$ cat src/rtl/core/gcdrb_pkg.sv
package gcdrb_pkg;

    localparam int MAX_CHUNKS  = 64;
    localparam int MAX_DOMAINS = 64;
    localparam int MAX_RANKS   = 64;

    localparam int ELEM_W = 32;
    localparam int REQ_W  = 7;
    localparam int IDX_W  = 6;
    localparam int CNT_W  = 7;
    localparam int LOAD_W = 38;
    localparam int CFG_W  = 7;

    localparam logic [REQ_W-1:0] FREE_CODE = 7'h7F;

    localparam logic [0:0] REG_TARGET = 1'b0;
    localparam logic [0:0] REG_RANKS  = 1'b1;

    typedef enum logic [4:0] {
        OP_NOP,
        OP_LOAD,
        OP_CLEAR,
        OP_SUM_LD,
        OP_SUM_WR,
        OP_FILL_INIT,
        OP_FILL,
        OP_AS_CHK,
        OP_AS_SCAN,
        OP_AS_WR,
        OP_RK_LD,
        OP_RK_WR,
        OP_PL_INIT,
        OP_PL_SCAN,
        OP_PL_CHK,
        OP_RS_SCAN,
        OP_PL_WR,
        OP_EM_LOAD
    } op_t;

    typedef struct packed {
        op_t              op;
        logic [IDX_W-1:0] k;
        logic [IDX_W-1:0] d;
        logic             lastk;
    } cmd_t;

    typedef struct packed {
        logic             ch_free;
        logic             rk_fixed;
        logic             found;
        logic [IDX_W-1:0] nr_last;
    } sts_t;

    // Saturate a register value to 1 .. 64.
    function automatic logic [CFG_W-1:0] clamp_cfg(input logic [CFG_W-1:0] v);
        logic [CFG_W-1:0] r;
        r = v;
        if (v == '0)
        begin
            r = 7'd1;
        end
        else if (v > 7'd64)
        begin
            r = 7'd64;
        end
        return r;
    endfunction

endpackage

$ cat src/rtl/core/gcdrb_ctrl.sv
module gcdrb_ctrl (
    input  logic            clk,
    input  logic            rst_n,
    input  logic            chunk_valid,
    input  logic            chunk_last,
    output logic            chunk_ready,
    output logic            result_valid,
    input  logic            result_ready,
    input  gcdrb_pkg::sts_t sts,
    output gcdrb_pkg::cmd_t cmd
);

    typedef enum logic [4:0] {
        S_IDLE, S_CLEAR,
        S_SUM_RD, S_SUM_LD, S_SUM_WR,
        S_FILL_INIT, S_FILL,
        S_AS_RD, S_AS_CHK, S_AS_SCAN, S_AS_DRN, S_AS_WR,
        S_RK_RD, S_RK_LD, S_RK_WR,
        S_PL_INIT, S_PL_SCAN, S_PL_DRN, S_PL_CHK, S_RS_SCAN, S_RS_DRN, S_PL_WR,
        S_EM_RD, S_EM_LOOK, S_EM_LOAD, S_EM_WAIT
    } state_t;

    state_t                          state_reg;
    state_t                          state_next;
    logic [gcdrb_pkg::IDX_W-1:0]     k_reg;
    logic [gcdrb_pkg::IDX_W-1:0]     k_next;
    logic [gcdrb_pkg::IDX_W-1:0]     d_reg;
    logic [gcdrb_pkg::IDX_W-1:0]     d_next;
    logic [gcdrb_pkg::IDX_W-1:0]     cnt_reg;
    logic [gcdrb_pkg::IDX_W-1:0]     cnt_next;
    logic [gcdrb_pkg::CNT_W-1:0]     n_reg;
    logic [gcdrb_pkg::CNT_W-1:0]     n_next;
    logic                            klast;

    localparam logic [gcdrb_pkg::IDX_W-1:0] IDX_TOP = gcdrb_pkg::IDX_W'(gcdrb_pkg::MAX_CHUNKS - 1);
    localparam logic [gcdrb_pkg::IDX_W-1:0] DOM_TOP = gcdrb_pkg::IDX_W'(gcdrb_pkg::MAX_DOMAINS - 1);

    always_comb
    begin
        klast        = ({1'b0, k_reg} + 7'd1) == n_reg;
        state_next   = state_reg;
        k_next       = k_reg;
        d_next       = d_reg;
        cnt_next     = cnt_reg;
        n_next       = n_reg;
        cmd.op       = gcdrb_pkg::OP_NOP;
        cmd.k        = (state_reg == S_IDLE) ? cnt_reg : k_reg;
        cmd.d        = d_reg;
        cmd.lastk    = klast;
        chunk_ready  = (state_reg == S_IDLE);
        result_valid = (state_reg == S_EM_WAIT);

        unique case (state_reg)
            S_IDLE:
            begin
                if (chunk_valid)
                begin
                    cmd.op = gcdrb_pkg::OP_LOAD;
                    if (chunk_last || (cnt_reg == IDX_TOP))
                    begin
                        n_next     = {1'b0, cnt_reg} + 7'd1;
                        cnt_next   = '0;
                        state_next = S_CLEAR;
                    end
                    else
                    begin
                        cnt_next = cnt_reg + 6'd1;
                    end
                end
            end
            S_CLEAR:
            begin
                cmd.op     = gcdrb_pkg::OP_CLEAR;
                k_next     = '0;
                state_next = S_SUM_RD;
            end
            S_SUM_RD: state_next = S_SUM_LD;
            S_SUM_LD:
            begin
                cmd.op = gcdrb_pkg::OP_SUM_LD;
                if (!sts.ch_free)
                begin
                    state_next = S_SUM_WR;
                end
                else if (klast)
                begin
                    state_next = S_FILL_INIT;
                end
                else
                begin
                    k_next     = k_reg + 6'd1;
                    state_next = S_SUM_RD;
                end
            end
            S_SUM_WR:
            begin
                cmd.op = gcdrb_pkg::OP_SUM_WR;
                if (klast)
                begin
                    state_next = S_FILL_INIT;
                end
                else
                begin
                    k_next     = k_reg + 6'd1;
                    state_next = S_SUM_RD;
                end
            end
            S_FILL_INIT:
            begin
                cmd.op     = gcdrb_pkg::OP_FILL_INIT;
                d_next     = '0;
                state_next = S_FILL;
            end
            S_FILL:
            begin
                cmd.op = gcdrb_pkg::OP_FILL;
                if (d_reg == DOM_TOP)
                begin
                    k_next     = '0;
                    state_next = S_AS_RD;
                end
                else
                begin
                    d_next = d_reg + 6'd1;
                end
            end
            S_AS_RD: state_next = S_AS_CHK;
            S_AS_CHK:
            begin
                cmd.op = gcdrb_pkg::OP_AS_CHK;
                if (sts.ch_free)
                begin
                    d_next     = '0;
                    state_next = S_AS_SCAN;
                end
                else if (klast)
                begin
                    k_next     = '0;
                    state_next = S_RK_RD;
                end
                else
                begin
                    k_next     = k_reg + 6'd1;
                    state_next = S_AS_RD;
                end
            end
            S_AS_SCAN:
            begin
                cmd.op = gcdrb_pkg::OP_AS_SCAN;
                if (d_reg == DOM_TOP)
                begin
                    state_next = S_AS_DRN;
                end
                else
                begin
                    d_next = d_reg + 6'd1;
                end
            end
            S_AS_DRN: state_next = S_AS_WR;
            S_AS_WR:
            begin
                cmd.op = gcdrb_pkg::OP_AS_WR;
                if (klast)
                begin
                    k_next     = '0;
                    state_next = S_RK_RD;
                end
                else
                begin
                    k_next     = k_reg + 6'd1;
                    state_next = S_AS_RD;
                end
            end
            S_RK_RD: state_next = S_RK_LD;
            S_RK_LD:
            begin
                cmd.op = gcdrb_pkg::OP_RK_LD;
                if (sts.rk_fixed)
                begin
                    state_next = S_RK_WR;
                end
                else if (klast)
                begin
                    state_next = S_PL_INIT;
                end
                else
                begin
                    k_next     = k_reg + 6'd1;
                    state_next = S_RK_RD;
                end
            end
            S_RK_WR:
            begin
                cmd.op = gcdrb_pkg::OP_RK_WR;
                if (klast)
                begin
                    state_next = S_PL_INIT;
                end
                else
                begin
                    k_next     = k_reg + 6'd1;
                    state_next = S_RK_RD;
                end
            end
            S_PL_INIT:
            begin
                cmd.op     = gcdrb_pkg::OP_PL_INIT;
                d_next     = DOM_TOP;
                state_next = S_PL_SCAN;
            end
            S_PL_SCAN:
            begin
                // descending scan so equal loads resolve to the higher id
                cmd.op = gcdrb_pkg::OP_PL_SCAN;
                if (d_reg == '0)
                begin
                    state_next = S_PL_DRN;
                end
                else
                begin
                    d_next = d_reg - 6'd1;
                end
            end
            S_PL_DRN: state_next = S_PL_CHK;
            S_PL_CHK:
            begin
                cmd.op = gcdrb_pkg::OP_PL_CHK;
                if (sts.found)
                begin
                    d_next     = '0;
                    state_next = S_RS_SCAN;
                end
                else
                begin
                    k_next     = '0;
                    state_next = S_EM_RD;
                end
            end
            S_RS_SCAN:
            begin
                cmd.op = gcdrb_pkg::OP_RS_SCAN;
                if (d_reg == sts.nr_last)
                begin
                    state_next = S_RS_DRN;
                end
                else
                begin
                    d_next = d_reg + 6'd1;
                end
            end
            S_RS_DRN: state_next = S_PL_WR;
            S_PL_WR:
            begin
                cmd.op     = gcdrb_pkg::OP_PL_WR;
                state_next = S_PL_INIT;
            end
            S_EM_RD:   state_next = S_EM_LOOK;
            S_EM_LOOK: state_next = S_EM_LOAD;
            S_EM_LOAD:
            begin
                cmd.op     = gcdrb_pkg::OP_EM_LOAD;
                state_next = S_EM_WAIT;
            end
            S_EM_WAIT:
            begin
                if (result_ready)
                begin
                    if (klast)
                    begin
                        state_next = S_IDLE;
                    end
                    else
                    begin
                        k_next     = k_reg + 6'd1;
                        state_next = S_EM_RD;
                    end
                end
            end
            default: state_next = S_IDLE;
        endcase
    end

    always_ff @(posedge clk or negedge rst_n)
    begin
        if (!rst_n)
        begin
            state_reg <= S_IDLE;
            k_reg     <= '0;
            d_reg     <= '0;
            cnt_reg   <= '0;
            n_reg     <= '0;
        end
        else
        begin
            state_reg <= state_next;
            k_reg     <= k_next;
            d_reg     <= d_next;
            cnt_reg   <= cnt_next;
            n_reg     <= n_next;
        end
    end

endmodule

$ cat config.mk
export PLATFORM = sky130hd
export DESIGN_NAME = gcdrb_ctrl
export DESIGN_NICKNAME = d
export VERILOG_FILES = /design/src/rtl/core/gcdrb_pkg.sv /design/src/rtl/core/gcdrb_ctrl.sv
export SDC_FILE = /design/constraint.sdc
export NUM_CORES = 1
export LEC_CHECK = 0
export BUFFER_PORTS_ARGS = -buffer_cell sky130_fd_sc_hd__buf_2
export CAP_MARGIN = 10
export CORE_AREA = 4 4 76 78
export DETAILED_ROUTE_END_ITERATION = 10
export DIE_AREA = 0 0 80 82
export PLACE_DENSITY_LB_ADDON = 0.12
export SYNTH_ARGS = -nofsm -noshare
export SYNTH_HDL_FRONTEND = slang
export SYNTH_SLANG_ARGS = --single-unit
$ cat constraint.sdc
create_clock -name clk -period 3.3 [get_ports clk]
set_input_delay 0.165 -clock clk [delete_from_list [all_inputs] [get_ports clk]]
set_output_delay 0.165 -clock clk [all_outputs]
set_load 0.02 [all_outputs]
==> flow_summary.json, run 1 <==
{
  "yosys_warnings": 0,
  "drtAntennaViolNets": 0,
  "first_global_vias": 2513,
  "critPathMostFrequentCell": "sky130_fd_sc_hd__a21oi_1",
  "final_design_area_no_fill_sq_mm": 0.00312,
  "timing.final.setup_violations": 0,
  "proportion_of_synthesized_chip_area_in_sequential_cells_pct": 26.8,
  "utilization_pct": 61.5,
  "floorplan.rows": 26,
  "root_buffer_selected_by_cts": "sky130_fd_sc_hd__clkbuf_8",
  "dominantRegCellSynth": "sky130_fd_sc_hd__dfrtp_1",
  "timing.critical_path.to_type": "flop",
  "layout_commonest_cell": "sky130_fd_sc_hd__nor2_1",
  "area_enclosed_by_the_die_boundary_sq_mm": 0.00656,
  "clk-insertion-delay-late_ns": 0.28,
  "number_of_clock_buffers_inserted_by_tritoncts": 5,
  "cts.sinks": 30,
  "setup_cp_type": "flop to flop",
  "drt-total-wl_um": 7310,
  "start_kind": "flop",
  "area_growth_pct": 11.3,
  "min_path_type": "input port to flop",
  "synth-edff-count": 0,
  "ys_ff_latch": 30,
  "portBuffers": 33,
  "data_required_critical_path_ns": 3.51,
  "placed_cell_area_sq_mm": 0.00300,
  "clock.fmax_mhz": 364,
  "post-cts-setup-buffers": 0,
  "synth_top_cell_by_area": "sky130_fd_sc_hd__dfrtp_1",
  "dieHeight_um": 82,
  "num-fill-cells": 498,
  "maxCapViolCount": 0,
  "gr-total-overflow": 0,
  "synthAdderAreaFrac_pct": 3.39,
  "antenna_cells": 0,
  "finalCritPeriodShare_pct": 83.3,
  "combinational_family_with_the_most_area_after_synthesis": "compound AO/OA/AOI/OAI gates",
  "hpwl_um": 5240,
  "finalHoldViolations": 0,
  "routedWlPerCell_um": 16.2,
  "clock_tree.buffer_depth": 2,
  "cellPowerDensity_mw_per_mm2": 918,
  "post_route_cells_drive_above_1_share_pct": 18.3,
  "synthesis.nets": 374,
  "muxShareOfSynthArea_pct": 5.89,
  "outcome": "complete, no violations",
  "worst-endpoint-arrival_ns": 2.95,
  "clock-skew-final_ns": 0.00384,
  "timing_worst_slew_pin_value_ns": 0.702,
  "worstPathMaxFanout": 10,
  "yosys.area_share.xor_xnor_pct": 7.50,
  "critical_path.n_buffers_inverters": 0,
  "layout.cells.most_common_list": "sky130_fd_sc_hd__nor2_1 (36), sky130_fd_sc_hd__o21ai_0 (35), sky130_fd_sc_hd__buf_2 (33)",
  "synthDominantCellAreaShare_pct": 26.8,
  "gp_congestion": 0.927,
  "first_pass_iters": 5,
  "reg2reg_from": "state_reg[1]",
  "clock_tree.htree_level_count": 2,
  "number_of_antenna_violations_at_the_first_check_in_global_routing": 0,
  "grt_use_total_pct": 23.5,
  "hold_path_startpoint": "chunk_last",
  "clock_transition_at_the_registers_of_the_reported_paths_ns": 0.07,
  "cp_cell_sequence": "nand4bb_1, a21oi_1, nor2_1, ha_1, a211oi_1, o21bai_1, a21oi_1, xor2_1, or4_1, nand3_1",
  "leakagePower_nw": 1.34,
  "maxSlewViolCount": 0,
  "yosys.area_share.simple_pct": 24.1,
  "grt_max_degree": 33,
  "ios": 34,
  "vias_per_cell": 6.16,
  "critPathSlowestCell": "sky130_fd_sc_hd__dfrtp_1",
  "critPathTopFamily": "simple AND/OR/NAND/NOR gates",
  "critical_path.startpoint": "state_reg[1]",
  "die_w_um": 80,
  "complex_gate_fraction_of_the_synthesized_area_pct": 26.8,
  "fin_crit_ns": 2.75,
  "dr_total_vias": 2785,
  "largest_reg_flops": 7,
  "grt_pass1_wl_um": 12300,
  "post_synth_instance_area_sq_mm": 0.00280,
  "rsz_0062_raised_after_global_routing": "false",
  "floorplan.initialDensity_pct": 55.3,
  "final_net_count": 402,
  "synth.area.top_cells": "sky130_fd_sc_hd__dfrtp_1 (27%), sky130_fd_sc_hd__o21ai_0 (6.2%), sky130_fd_sc_hd__a21oi_1 (5.0%)",
  "synth-async-reset-ratio_pct": 100,
  "critical_path.max_stage_delay_ns": 0.52,
  "detailedRoute.firstIterationViolations": 360,
  "fin_tns_setup_ns": 0,
  "cts_tree": "done",
  "postSynthAreaPerCell_sq_um": 7.94,
  "netlist_instances": 353,
  "drt_drc_violations_left": 0,
  "core_area_sq_mm": 0.00507,
  "irDropWorstVdd_mv": 0.557,
  "ys_types": 64,
  "slew_headroom_pct": 53.2
}
cell usage after synthesis (3+ instances only):
master,n
sky130_fd_sc_hd__a21oi_1,28
sky130_fd_sc_hd__o31ai_1,4
sky130_fd_sc_hd__dfrtp_1,30
sky130_fd_sc_hd__a31oi_1,3
sky130_fd_sc_hd__ha_1,6
sky130_fd_sc_hd__buf_2,6
sky130_fd_sc_hd__nand3_1,12
sky130_fd_sc_hd__nand2_1,27
sky130_fd_sc_hd__inv_1,8
sky130_fd_sc_hd__nand4_1,5
sky130_fd_sc_hd__o32ai_1,4
sky130_fd_sc_hd__buf_1,3
sky130_fd_sc_hd__xnor2_1,15
sky130_fd_sc_hd__nor2_1,36
sky130_fd_sc_hd__a21o_1,5
sky130_fd_sc_hd__o21ai_0,35
sky130_fd_sc_hd__buf_4,3
sky130_fd_sc_hd__nor2b_1,6
sky130_fd_sc_hd__and3_1,6
sky130_fd_sc_hd__clkbuf_1,7
sky130_fd_sc_hd__a211oi_1,3
sky130_fd_sc_hd__and2_1,3
sky130_fd_sc_hd__a22oi_1,5
sky130_fd_sc_hd__nand2b_1,10
sky130_fd_sc_hd__mux2i_1,3
sky130_fd_sc_hd__xor2_1,9
sky130_fd_sc_hd__mux2_2,12
sky130_fd_sc_hd__nor3_1,6
sky130_fd_sc_hd__o21ai_1,3
sky130_fd_sc_hd__o22ai_1,6
cells by family (layout without fill, tap and decap cells):
| logic type | after synthesis | in the layout |
|---|---|---|
| AO/OA/AOI/OAI | 117 | 117 |
| XOR/XNOR | 24 | 24 |
| adder cells (fa/ha/maj) | 7 | 7 |
| buffers and inverters | 32 | 61 |
| flip-flops | 30 | 30 |
| multiplexers | 15 | 15 |
| AND/OR/NAND/NOR | 128 | 128 |
power by group:
| group | internal, W | total, W | switching (W) |
|---|---|---|---|
| sequential | 0.000472 | 0.000603 | 0.000131 |
| clock | 0.000226 | 0.000368 | 0.000142 |
| combinational | 0.000748 | 0.00189 | 0.00115 |
worst paths after layout:
| path | end | cells after the start | slack [ns] |
|---|---|---|---|
| setup / recovery | d_reg[5] | 10 | 0.55 |
| hold / removal | cnt_reg[2] | 2 | 0.15 |
| setup reg to reg | d_reg[5] | 10 | 0.55 |
| hold reg to reg | n_reg[6] | 2 | 0.53 |
| max in group asynchronous | d_reg[0] | 2 | 2.38 |
| min in group asynchronous | k_reg[0] | 2 | 0.47 |
stage by stage:
step	setup slack [ns]	power [W]	cells	hold WS, ns
finish	0.553	0.00286	452	0.145
global route	0.371	0.00310	452	0.157
CTS	0.582	0.00285	452	0.137
detailed placement	0.604	0.00247	443	0.247
global placement	0.687	0.00245	443	0.249
floorplan	0.763	0.00205	353	-0.131
layer usage:
metal  up-vias  track usage, %  share of wire (%)
met4         0            5.07                1.1
met2       123            35.7                 44
met1      1298            34.4                 47
met3        11            4.50                7.1
li1       1353               -                  -
met5         -               0                  0
timing repair:
item / CTS / global route
resized for setup: 0 / 0
hold endpoints to repair: 30 / 0
hold buffers: 1 / 0
final cells by class:
| type | instances | area [sq um] | share of cell area (%) |
|---|---|---|---|
| Clock buffer | 7 | 76.3 | 2.45 |
| Sequential cell | 30 | 751 | 24.1 |
| Multi-Input combinational cell | 291 | 1900 | 60.9 |
| Inverter | 11 | 41.3 | 1.32 |
| Clock inverter | 1 | 30.0 | 0.962 |
| Timing Repair Buffer | 42 | 235 | 7.54 |
| Tap cell | 70 | 87.6 | 2.81 |
No activity file was read; power rests on OpenSTA's default activity.
==> inputs of run 2 (changes only) <==
CORE_AREA = 4 4 78 80   (was 4 4 76 78)
DIE_AREA = 0 0 82 84   (was 0 0 80 82)
clock period = 2.45 ns   (was 3.3 ns; I/O delays follow)
==> flow_summary.json, run 2 (synthesis gave the netlist of run 1 again) <==
{
  "setup_cp_type": "flop to flop",
  "first_pass_iters": 5,
  "utilization_pct": 64.1,
  "min_path_type": "input port to flop",
  "timing.rr.end": "d_reg[5]",
  "core_area_sq_mm": 0.00541,
  "final_net_count": 435,
  "antenna_cells": 0,
  "grt_max_degree": 31,
  "leakagePower_nw": 1.50,
  "drtAntennaViolNets": 0,
  "drt-total-wl_um": 8150,
  "worstPathMaxFanout": 5,
  "start_kind": "flop",
  "area_growth_pct": 23.7,
  "floorplan.initialDensity_pct": 51.9,
  "ff2ff_setup_slack_ns": 0.07,
  "finalHoldViolations": 0,
  "ios": 34,
  "portBuffers": 33,
  "cp_cell_sequence": "or3b_4, nor2_4, nor2_4, ha_4, a211oi_2, o21bai_1, a21oi_1, xor2_1, or4_1, nand3_1",
  "worst_hold_path.endpoint": "cnt_reg[2]",
  "vias_per_cell": 6.01,
  "cellInternalPower_w": 0.00224,
  "number_of_antenna_violations_at_the_first_check_in_global_routing": 0,
  "critical_path.max_stage_delay_ns": 0.44,
  "clock_tree.buffer_depth": 2,
  "power_frac_seq_pct": 18.5,
  "post_route_cells_drive_above_1_share_pct": 29.4,
  "worst-endpoint-arrival_ns": 2.59,
  "timing.final.setup_violations": 0,
  "hold_path_depth": 2,
  "gp_congestion": 0.895,
  "power_switching_share_pct": 48.5,
  "outcome": "complete, no violations",
  "die_w_um": 82,
  "clk-insertion-delay-late_ns": 0.29,
  "setup_slack_ns": 0.0735,
  "cts_tree": "done",
  "slew_headroom_pct": 53.2,
  "critical_path.n_buffers_inverters": 0,
  "timing.critical_path.to_type": "flop",
  "routedWlPerCell_um": 16.7,
  "maxCapViolCount": 0,
  "hold_path_startpoint": "chunk_last",
  "clock.fmax_mhz": 421,
  "critPathSlowestCell": "sky130_fd_sc_hd__dfrtp_1",
  "clock_transition_at_the_registers_of_the_reported_paths_ns": 0.07,
  "dieHeight_um": 84,
  "clock_tree.htree_level_count": 2,
  "clock-skew-final_ns": 0.00720,
  "clockPowerShare_pct": 9.8,
  "layout.cells.most_common_list": "sky130_fd_sc_hd__buf_4 (40), sky130_fd_sc_hd__nor2_1 (34), sky130_fd_sc_hd__o21ai_0 (34)",
  "maxSlewViolCount": 0,
  "timing_worst_slew_pin_value_ns": 0.701,
  "placed_cell_area_sq_mm": 0.00318,
  "total_power_w": 0.00436,
  "layout_commonest_cell": "sky130_fd_sc_hd__buf_4",
  "cts.sinks": 30,
  "place_worst_setup_slack_ns": -0.0430,
  "grt_use_total_pct": 24.1,
  "drt_drc_violations_left": 0,
  "data_required_critical_path_ns": 2.66,
  "critPathTopFamily": "simple AND/OR/NAND/NOR gates",
  "irDropWorstVdd_mv": 0.757,
  "grt_pass1_wl_um": 13300,
  "first_global_vias": 2653,
  "largest_reg_flops": 7,
  "r2r.worst_path.cells": 10,
  "root_buffer_selected_by_cts": "sky130_fd_sc_hd__clkbuf_8",
  "reg2reg_from": "state_reg[3]",
  "final_design_area_no_fill_sq_mm": 0.00347,
  "dr_total_vias": 2929,
  "fin_crit_ns": 2.38,
  "power.net_switching_w": 0.00212,
  "finalCritPeriodShare_pct": 97.0,
  "floorplan.rows": 27,
  "number_of_clock_buffers_inserted_by_tritoncts": 5,
  "hpwl_um": 5630,
  "rsz_0062_raised_after_global_routing": "true",
  "share_comb_of_total_power_pct": 71.7,
  "area_enclosed_by_the_die_boundary_sq_mm": 0.00689,
  "cellPowerDensity_mw_per_mm2": 1260,
  "fin_tns_setup_ns": 0,
  "critPathMostFrequentCell": "sky130_fd_sc_hd__nor2_4",
  "gr-total-overflow": 0,
  "detailedRoute.firstIterationViolations": 303
}
## run 2: cell types whose count changed in the layout (fill, tap and decap cells not counted), sizes merged
cell      delta
buf         +33
clkinv       +1
clkbuf       -1
bufinv       -1
clkinvlp     +1
## run 2: per-layer routing
layer  global-route usage [%]  wire (um)  vias up
met4                     5.89        129        0
met3                     3.56        469       17
met1                     35.5       3740     1378
met5                        0          0        -
li1                         -          -     1420
met2                     36.7       3810      114
## run 2: worst reg2reg max path, stage by stage, from the launching register on
cell and delay [ns]:
sky130_fd_sc_hd__dfrtp_1 0.44, sky130_fd_sc_hd__or3b_4 0.42, sky130_fd_sc_hd__nor2_4 0.12, sky130_fd_sc_hd__nor2_4 0.07, sky130_fd_sc_hd__ha_4 0.23, sky130_fd_sc_hd__a211oi_2 0.19
sky130_fd_sc_hd__o21bai_1 0.10, sky130_fd_sc_hd__a21oi_1 0.16, sky130_fd_sc_hd__xor2_1 0.09, sky130_fd_sc_hd__or4_1 0.39, sky130_fd_sc_hd__nand3_1 0.09
## run 2: how the worst max path moves through the flow
stage | slack [ns] | end | depth (start not counted) | startpoint
after global routing | -0.07 | d_reg[5] | 10 | state_reg[3]
after CTS | 0.01 | d_reg[4] | 9 | state_reg[3]
after global placement | 0.07 | d_reg[5] | 10 | state_reg[3]
after detailed placement | -0.04 | d_reg[5] | 10 | state_reg[0]
final | 0.07 | d_reg[5] | 10 | state_reg[3]
after floorplan | 0.01 | d_reg[5] | 11 | state_reg[3]
## run 2: through the flow
| stage | hold slack (ns) | cells |
|---|---|---|
| 4_1_cts | 0.0864 | 482 |
| 2_1_floorplan | -0.173 | 353 |
| 6_report | 0.0958 | 487 |
| 5_1_grt | 0.110 | 487 |
| 3_5_place_dp | 0.203 | 467 |
| 3_3_place_gp | 0.201 | 467 |
## run 2: timing repair
item                       4_1_cts  5_1_grt
gates cloned                     0        0
setup endpoints to repair        2       12
resized for setup                3       17
pin swaps                        2        5
setup buffers                    6        5
hold buffers                     1        0
hold endpoints to repair        30        0
## run 2: final cells by class
class / count / area, sq um
Timing Repair Buffer: 75 / 487
Sequential cell: 30 / 753
Clock buffer: 6 / 82.6
Multi-Input combinational cell: 291 / 2000
Tap cell: 72 / 90.1
Inverter: 11 / 41.3
Fill cell: 471 / 1940
Clock inverter: 2 / 12.5
## run 2: power groups by stage
stage | combinational, W | clock (W) | sequential, W
2_1_floorplan | 0.00197 | 0 | 0.000797
3_3_place_gp | 0.00278 | 0 | 0.000779
3_5_place_dp | 0.00280 | 0 | 0.000790
4_1_cts | 0.00288 | 0.000439 | 0.000782
5_1_grt | 0.00339 | 0.000461 | 0.000823
6_report | 0.00313 | 0.000428 | 0.000808
==> inputs of run 3 (changes only) <==
BUFFER_PORTS_ARGS = -buffer_cell sky130_fd_sc_hd__clkbuf_2   (was -buffer_cell sky130_fd_sc_hd__buf_2)
==> flow_summary.json, run 3 (synthesis gave the netlist of run 1 again) <==
{
  "timing.final.setup_violations": 0,
  "worst-endpoint-arrival_ns": 2.62,
  "hold_path_depth": 2,
  "cp_cell_sequence": "or3b_4, nor2_4, nor2_4, ha_4, a211oi_2, o21bai_1, a21oi_1, xor2_1, or4_1, nand3_1",
  "critPathSlowestCell": "sky130_fd_sc_hd__dfrtp_1",
  "clock-skew-final_ns": 0.00851,
  "placed_cell_area_sq_mm": 0.00320,
  "cts_tree": "done",
  "maxSlewViolCount": 0,
  "critPathMostFrequentCell": "sky130_fd_sc_hd__nor2_4",
  "gr-total-overflow": 0,
  "ios": 34,
  "leakagePower_nw": 1.46,
  "floorplan.initialDensity_pct": 51.9,
  "fin_crit_ns": 2.42,
  "layout.cells.most_common_list": "sky130_fd_sc_hd__nor2_1 (34), sky130_fd_sc_hd__o21ai_0 (34), sky130_fd_sc_hd__clkbuf_2 (33)",
  "slew_headroom_pct": 50.4,
  "finalHoldViolations": 0,
  "timing_worst_slew_pin_value_ns": 0.744,
  "start_kind": "flop",
  "grt_max_degree": 33,
  "number_of_antenna_violations_at_the_first_check_in_global_routing": 0,
  "critPathTopFamily": "simple AND/OR/NAND/NOR gates",
  "die_w_um": 82,
  "first_global_vias": 2551,
  "antenna_cells": 0,
  "vias_per_cell": 5.83,
  "clk-insertion-delay-late_ns": 0.28,
  "core_area_sq_mm": 0.00541,
  "gp_congestion": 0.912,
  "finalCritPeriodShare_pct": 98.6,
  "grt_pass1_wl_um": 12800,
  "dieHeight_um": 84,
  "outcome": "complete, no violations",
  "first_pass_iters": 5,
  "timing.critical_path.to_type": "flop",
  "dp.cells": 468,
  "maxCapViolCount": 0,
  "largest_reg_flops": 7,
  "final_net_count": 427,
  "area_growth_pct": 21.3,
  "layoutNonFillerInstCount": 479,
  "drtAntennaViolNets": 0,
  "floorplan.rows": 27,
  "detailedRoute.firstIterationViolations": 369,
  "post_route_cells_drive_above_1_share_pct": 27.3,
  "clock.fmax_mhz": 414,
  "rsz_0062_raised_after_global_routing": "true",
  "number_of_clock_buffers_inserted_by_tritoncts": 5,
  "drt_drc_violations_left": 0,
  "drt-total-wl_um": 7800,
  "setup_cp_type": "flop to flop",
  "final_design_area_no_fill_sq_mm": 0.00340,
  "clock_tree.htree_level_count": 2,
  "min_path_type": "input port to flop",
  "hpwl_um": 5620,
  "area_enclosed_by_the_die_boundary_sq_mm": 0.00689,
  "worstPathMaxFanout": 5,
  "dr_total_vias": 2791,
  "routedWlPerCell_um": 16.3,
  "cellPowerDensity_mw_per_mm2": 1250,
  "critical_path_depth": 10,
  "cts.sinks": 30,
  "portBuffers": 33,
  "total_power_w": 0.00425,
  "data_required_critical_path_ns": 2.65,
  "critical_path.n_buffers_inverters": 0,
  "utilization_pct": 62.9,
  "clock_tree.buffer_depth": 2,
  "r2r.worst_path.cells": 10,
  "critical_path.max_stage_delay_ns": 0.43,
  "grt_use_total_pct": 23.3,
  "clock_transition_at_the_registers_of_the_reported_paths_ns": 0.07,
  "root_buffer_selected_by_cts": "sky130_fd_sc_hd__clkbuf_8",
  "irDropWorstVdd_mv": 0.716
}
[run 3: metal layers]
metal | global-route usage, % | part of all wire (%)
met1 | 34.8 | 47
met2 | 35.6 | 46
met3 | 3.78 | 5.3
met4 | 4.08 | 1.3
met5 | 0 | 0
[run 3: repair_timing]
| action | CTS | global route |
|---|---|---|
| resized for setup | 2 | 14 |
| pin swaps | 0 | 5 |
| buffers inserted | 0 | 2 |
| hold endpoints to repair | 30 | 0 |
| hold buffers | 1 | 0 |
| setup endpoints to repair | 1 | 11 |
[run 3: worst paths after layout]
kind / from / end / slack, ns
worst max-delay path: state_reg[3] / d_reg[5] / 0.03
worst min-delay path: chunk_last / cnt_reg[2] / 0.12
worst max register to register: state_reg[3] / d_reg[5] / 0.03
worst min register to register: n_reg[6] / n_reg[6] / 0.53
max in group asynchronous: rst_n / k_reg[0] / 1.49
min in group asynchronous: rst_n / cnt_reg[5] / 0.45
[run 3: layout make-up]
type	count	area, sq um
clock buffers	6	82.6
clock inverters	2	12.5
fillers	478	2000
inverters	11	41.3
multi-input cells	291	1980
flip-flops and latches	30	752
well taps	72	90.1
repair buffers	67	439
[run 3: per-stage QoR]
stage                     TNS, ns  worst slack [ns]  hold slack (ns)
after floorplan                 0            0.0107           -0.173
after global placement          0            0.0643            0.222
after detailed placement        0            0.0223            0.225
after CTS                       0            0.0130            0.109
after global routing       -0.263            -0.156            0.131
final                           0            0.0348            0.123
[run 3: power breakdown]
part	total [W]	internal (W)	switching, W	leakage, nW
combinational	0.00304	0.00134	0.00170	1.02
sequential	0.000790	0.000637	0.000153	0.392
clock	0.000417	0.000226	0.000192	0.0472
total	0.00425	0.00220	0.00205	1.46
